$ cat src/hdl/twd_pkg.sv
package twd_pkg;

  // Geometry table shape
  localparam int SECTORS         = 6;
  localparam int LAYERS          = 36;
  localparam int WIRES_PER_LAYER = 192;
  localparam int TABLE_DEPTH     = SECTORS * LAYERS * WIRES_PER_LAYER;
  localparam int IDX_W           = $clog2(TABLE_DEPTH);
  localparam int SEC_IW          = (SECTORS > 1) ? $clog2(SECTORS) : 1;

  // Queue between front and back, power of two
  localparam int QDEPTH = 8;
  localparam int QPTR_W = $clog2(QDEPTH);
  localparam int CRED_W = $clog2(QDEPTH + 1);

  // Item modes
  localparam logic MODE_LOAD  = 1'b0;
  localparam logic MODE_QUERY = 1'b1;

  // Q16.16 answer constants
  localparam logic signed [31:0] MISSING_DIST = 32'sh03E7_0000;  // 999.0
  localparam logic signed [31:0] DIST_MAX     = 32'sh7FFF_FFFF;
  localparam logic signed [31:0] DIST_MIN     = 32'sh8000_0000;

  typedef enum logic [1:0] {
    ST_OK       = 2'd0,
    ST_MISSING  = 2'd1,
    ST_PARALLEL = 2'd2
  } status_t;

  typedef struct packed {
    logic               mode;
    logic [2:0]         sector;
    logic [5:0]         layer;
    logic [7:0]         wire_req;
    logic signed [31:0] pos_x;
    logic signed [31:0] pos_y;
    logic signed [31:0] pos_z;
    logic signed [31:0] dir_x;
    logic signed [31:0] dir_y;
    logic signed [31:0] dir_z;
  } in_item_t;

  typedef struct packed {
    logic signed [31:0] distance;
    status_t            status;
  } out_item_t;

  typedef struct packed {
    logic signed [31:0] x;
    logic signed [31:0] y;
    logic signed [31:0] z;
  } vec3_t;

  typedef struct packed {
    vec3_t mid;
    vec3_t dir;
  } geo_t;

  localparam int GEO_W = $bits(geo_t);

  // One query handed from front to back
  typedef struct packed {
    logic  missing;
    vec3_t pos;
    vec3_t dir;
    geo_t  geo;
  } q_item_t;

endpackage

$ cat src/hdl/twd_queue.sv
module twd_queue (
  input  logic             clk,
  input  logic             rst,
  input  logic             push,
  input  twd_pkg::q_item_t wdata,
  input  logic             pop,
  output logic             valid,
  output twd_pkg::q_item_t rdata
);
  import twd_pkg::*;

  q_item_t           mem [QDEPTH];
  logic [QPTR_W-1:0] wptr;
  logic [QPTR_W-1:0] rptr;
  logic [CRED_W-1:0] count;

  assign valid = (count != '0);
  assign rdata = mem[rptr];

  // Advance pointers and fill count
  always_ff @(posedge clk) begin
    if (rst) begin
      wptr  <= '0;
      rptr  <= '0;
      count <= '0;
    end else begin
      if (push) begin
        wptr <= wptr + 1'b1;
      end
      if (pop) begin
        rptr <= rptr + 1'b1;
      end
      count <= count + CRED_W'(push) - CRED_W'(pop);
    end
  end

  // Store one beat
  always_ff @(posedge clk) begin
    if (push) begin
      mem[wptr] <= wdata;
    end
  end

endmodule

$ cat config.mk
export PLATFORM = sky130hd
export DESIGN_NAME = twd_queue
export DESIGN_NICKNAME = d
export VERILOG_FILES = /design/src/hdl/twd_pkg.sv /design/src/hdl/twd_queue.sv
export SDC_FILE = /design/constraint.sdc
export NUM_CORES = 2
export LEC_CHECK = 0
export BUFFER_PORTS_ARGS = -buffer_cell sky130_fd_sc_hd__buf_2
export CAP_MARGIN = 20
export CORE_ASPECT_RATIO = 0.7
export CORE_MARGIN = 2
export CORE_UTILIZATION = 30
export DETAILED_ROUTE_END_ITERATION = 16
export GPL_ROUTABILITY_DRIVEN = 0
export PLACE_DENSITY = 0.57
export RECOVER_POWER = 100
export REMOVE_ABC_BUFFERS = 1
export SLEW_MARGIN = 30
export SYNTH_ARGS = -nofsm -noshare
export SYNTH_HDL_FRONTEND = slang
export SYNTH_SLANG_ARGS = --single-unit
$ cat constraint.sdc
create_clock -name clk -period 96.5 [get_ports clk]
set_input_delay 14.475 -clock clk [delete_from_list [all_inputs] [get_ports clk]]
set_output_delay 14.475 -clock clk [all_outputs]
set_load 0.01 [all_outputs]
After elaboration in Yosys (flattened, before gate mapping)
Memories as Yosys holds them, arrays and structs flattened. A register that Yosys moved wholly into a read port is not among the register bits.
Index checks and enable logic that the tools add are counted.
{"block": "op_classes", "muxes": 4, "n_addsub": 4, "reduce_logical": 1}
{"op": "$add A3 B1 Y3 const B", "count": 2}
{"op": "$mux W3", "count": 2}
{"op": "$add A4 B1 Y4", "count": 1}
{"op": "$reduce_bool A4 Y1", "count": 1}
{"op": "$sub A4 B1 Y4", "count": 1}
{"op": "$mux W1", "count": 2}
{"block": "word_totals", "out_inout_bits": 386, "reg_bits": 10, "mem_count": 1, "in_bits": 389, "mem_bits_rw": 3080, "wordCells": 13}
{"memory": "mem", "depth": 8, "width": 385, "read_ports": 1, "rd_ports_with_merged_regs": 1, "wr": 1, "line": "twd_queue.sv:12", "rtl": "q_item_t mem [QDEPTH];"}

Longest topological paths before layout
{"block": "depth", "depth_word": 3, "mapped_depth": 8, "mapped_depth_nobuf": 8}

Worst setup path after synthesis
OpenSTA, ideal clock, no wires.
{"block": "synth_path", "path_type": "input to register", "startpoint": "input push", "endpoint": "memory mem[0][0] (netlist bit), enable pin", "arrival_time_ps": 40431, "setup_ps": 1605, "t_required_ps": 94895, "n_path_buf": 0, "path_slack_ps": 54464, "cell_stages": 2, "path_cell_list": "nand2b_1 > nor3_1"}
{"block": "synth_via", "elab_chain_len": 2}
{"element": "start, declared", "line": "twd_queue.sv:4", "rtl": "input logic push,"}
{"element": "$mux W1", "line": "twd_queue.sv:39", "rtl": "if (push) begin"}
{"element": "$mux W1 (not written as such)", "line": "twd_queue.sv:40", "rtl": "mem[wptr] <= wdata;"}
{"element": "end, declared", "line": "twd_queue.sv:12"}
No other way between the ends.

==> results.txt <==
The run finished, with violations left. The checks that failed: max-capacitance violations, max-slew violations. The critical path arrival came out at approximately 26000 ps. The synthesized netlist devotes less than 1% of its cell area to compound gates. In this run the post-CTS setup repair buffer count came out at 0. The half-perimeter wire length of the detailed placement result came out at approximately 150000 µm. In this run the worst hold path is classified as flip-flop to flip-flop.

The share of layout cells above drive strength 1 is between 20% and 30%. The finished layout holds between 10000 and 15000 standard cells, fillers aside. The startpoint kind of the worst setup timing path is a flip-flop. Port buffering added slightly below 800 buffers.

The initial utilization of the core area, before any placement, comes to a little under a third. The setup violation total in the final timing report came out at 0. The die covers ~0.39 mm². Each instance of the synthesized netlist takes up on average roughly 26 µm². The library cell used most frequently in the layout, excluding fill and tap cells, is sky130_fd_sc_hd__edfxtp_1. The final hold violation count came out at 0. Timing would allow up to 24.6 MHz. The largest stage delay on the critical path came out at 5770 ps. The average wire per standard cell came out at around 25 µm.

The largest delay contributor family on the critical path is buffers and inverters. The post-synthesis adder-cell area fraction is 0.0928%. CTS saw between 3000 and 4000 sinks. The detailed router finished its first iteration with between 4000 and 5000 violations. The number of nets in the finished design is about 6000. The worst register-to-register path has a depth of 7. The share of the synthesized netlist area taken by xor and xnor gates came out at less than 1%. The total power divided by cell area is between 20 and 25 mW/mm². The die boundary height is approximately 520 µm.

The layout overhead on the synthesized area is 15.9%. The total count of max-transition violations in the final report is ~4000. The per-cell via count in the routed design is approximately 4.7. The number of cells upsized or downsized after cts came out at 0. The clock latency of the later-clocked register in the worst-skew pair came out at 920 ps. The final global-route overflow total came out at 0. Counting flops and latches in the post-synthesis netlist gives between 3000 and 4000. The max-cap violation count is 88.

At the pin with the least slew margin, the transition time is roughly 8000 ps. Clock tree synthesis selected as its root buffer the cell sky130_fd_sc_hd__clkbuf_16. The number of CTS-inserted buffers is just over 300. VDD sags by at most 16.6 µV. The area of the mapped netlist came out at around 0.12 mm². The H-tree level count came out at 5. The synthesis warning total is 0. In this run switching power makes up 22.4% of total power.

After detailed placement, the design holds a cell count of 10261. The worst-case clock buffer depth is 4. The number of cells on the critical path came out at 8. The part of the total power dissipated in combinational logic came out at under 10%. Clock-pin slew was measured on the worst setup and hold paths at ~60 ps.

The wire length of the first global-routing pass came out at approximately 380000 µm. The CTS tree is done. The setup TNS came out at 0 ps. The number of hold buffers added after CTS came out at 0. The maximum number of pins on one net before global-route repair is 127. The worst hold path depth came out at 2. The number of instances in the synthesized netlist is about 4500. In the layout the commonest cells are 3080 x sky130_fd_sc_hd__edfxtp_1, 835 x sky130_fd_sc_hd__clkbuf_1, 770 x sky130_fd_sc_hd__mux4_2, 321 x sky130_fd_sc_hd__mux2_2, 306 x sky130_fd_sc_hd__clkbuf_16. The internal power of the cells totals around 2.3 mW. By area, the combinational part of the netlist is dominated by multiplexers. The total track usage came out at between 10% and 20%.

The worst setup path is captured at an output port. Setup repair after global routing left no endpoint under its margin. The via count of the first global-routing pass is 52635. The time the final worst path needs with I/O delays and setup came out at around 40000 ps. The detailed-router iteration count before antenna repair came out at 5.

Across the routed clock network, the largest skew measured is between 30 and 40 ps. The number of distinct library cells after synthesis is 21. The part of the total power dissipated in the clock network came out at between 30 and 40%. Once layout is complete, the utilization of the core stands at about a third. The floorplan step set the die width to ~750 µm.

Measured against its own limit, the worst slew margin works out to -435%. Along the worst path, the maximum fanout reaches 95. The routed design has 266000 µm of wire. The register share of total power came out at about 52%. The standby leakage power came out at 39.7 nW. The worst hold margin came out at approximately 550 ps. The path type of the worst setup path is flip-flop to output port. The most numerous cell type found on the critical path is sky130_fd_sc_hd__clkbuf_1. For the worst setup path, the data required time is roughly 80000 ps. The net switching power of the design is ~0.65 mW. The slowest stage of the critical path belongs to the cell sky130_fd_sc_hd__clkbuf_1. The number of antenna violations at the first check in global routing is between 80 and 90. The simple-gate share of the synthesized area is less than 1%. After layout, the worst path uses ~42% of the clock period. The initialized floorplan defines 190 standard-cell rows.

The portion of synthesized area spent on multiplexers is about a fifth. The sequential element share of the synthesized area is 80.0%. The worst path buffer plus inverter count came out at 6. The detailed router placed around 50000 vias in this run. Traced cell by cell, the critical path runs through clkbuf_1, clkbuf_1, clkbuf_1, clkbuf_1, clkbuf_1, mux4_2, mux2_1, buf_2. The boundary pin count came out at approximately 780. After floorplanning, the core was sized to cover roughly 0.38 mm².

The number of design rule violations left after detail routing came out at 0. The residual antenna-violating net count after detailed routing is 0.
==> flip-flops by register name (all words and copies together) (netlist names), named ones only <==
| register | cells |
|---|---|
| count | 4 |
| rptr | 3 |
| wptr | 3 |
| mem | 3080 |
==> power by group through the flow <==
stage	clock [mW]	combinational, mW	sequential, mW
final	1.16	0.233	1.53
after global routing	1.24	0.252	1.53
after CTS	1.19	0.240	1.52
after detailed placement	0	0.239	1.55
after global placement	0	0.236	1.55
after floorplan	0	0.218	1.59
==> worst register-to-register path: cells and delay by family, from the launching register on <==
family                 cells  cell delay [ps]
buffers and inverters      5            14320
DFF                        1              470
and+or+nand+nor            2             1410
==> cells by family after synthesis <==
logic type | count (synthesis)
XOR/XNOR | 5
flip-flops | 3093
multiplexers | 1157
buffers and inverters | 223
AND/OR/NAND/NOR | 29
adder cells (fa/ha/maj) | 8
AO/OA/AOI/OAI | 3
==> cell usage after synthesis (all sizes together) <==
cell type / n / area, µm²
a21oi: 2 / 10.0
a31o: 1 / 8.76
buf: 113 / 778
clkbuf: 103 / 387
dfxtp: 13 / 260
edfxtp: 3080 / 92500
fa: 1 / 20.0
ha: 7 / 87.6
inv: 7 / 26.3
mux2: 385 / 4340
mux2i: 2 / 20.0
mux4: 770 / 17300
nand2: 4 / 15.0
nand2b: 4 / 25.0
nand3: 2 / 10.0
nor2: 16 / 60.1
nor2b: 1 / 6.26
nor3: 2 / 10.0
xnor2: 2 / 17.5
xor2: 3 / 26.3
==> worst paths after layout <==
| check | start | to | slack (ps) |
|---|---|---|---|
| max | flip-flop | rdata[72] | 55830 |
| min | rptr[1]$_SDFFE_PP0P_ | flip-flop | 550 |
| max reg2reg | wptr[0]$_SDFFE_PP0P_ | mem[7][73]$_DFFE_PP_ | 79530 |
| min reg2reg | rptr[1]$_SDFFE_PP0P_ | flip-flop | 550 |
==> routing by layer <==
| metal | part of all wire (%) | vias up | track usage (%) | wire length, µm |
|---|---|---|---|---|
| li1 | - | 21524 | - | - |
| met1 | 44 | 27880 | 18.3 | 116000 |
| met2 | 45 | 1503 | 19.8 | 121000 |
| met3 | 8.9 | 425 | 4.33 | 23700 |
| met4 | 1.8 | 102 | 2.70 | 4680 |
| met5 | 0.24 | - | 0 | 629 |
==> per-stage QoR <==
stage | total power [mW] | setup WS [ps] | cell area, µm²
6_report | 2.91 | 55830 | 134000
5_1_grt | 3.02 | 50970 | 134000
4_1_cts | 2.95 | 74900 | 136000
3_5_place_dp | 1.79 | 75910 | 126000
3_3_place_gp | 1.79 | 75910 | 126000
2_1_floorplan | 1.81 | 49160 | 115000
==> layout make-up <==
class	count	area, µm²
Inverter	7	26.3
Clock buffer	366	7880
Tap cell	5088	6370
Antenna cell	25	62.6
Fill cell	35316	249000
Timing Repair Buffer	874	3530
Clock inverter	179	1760
Multi-Input combinational cell	1202	22000
Sequential cell	3093	92800
Power figures use the tool's default switching activity.
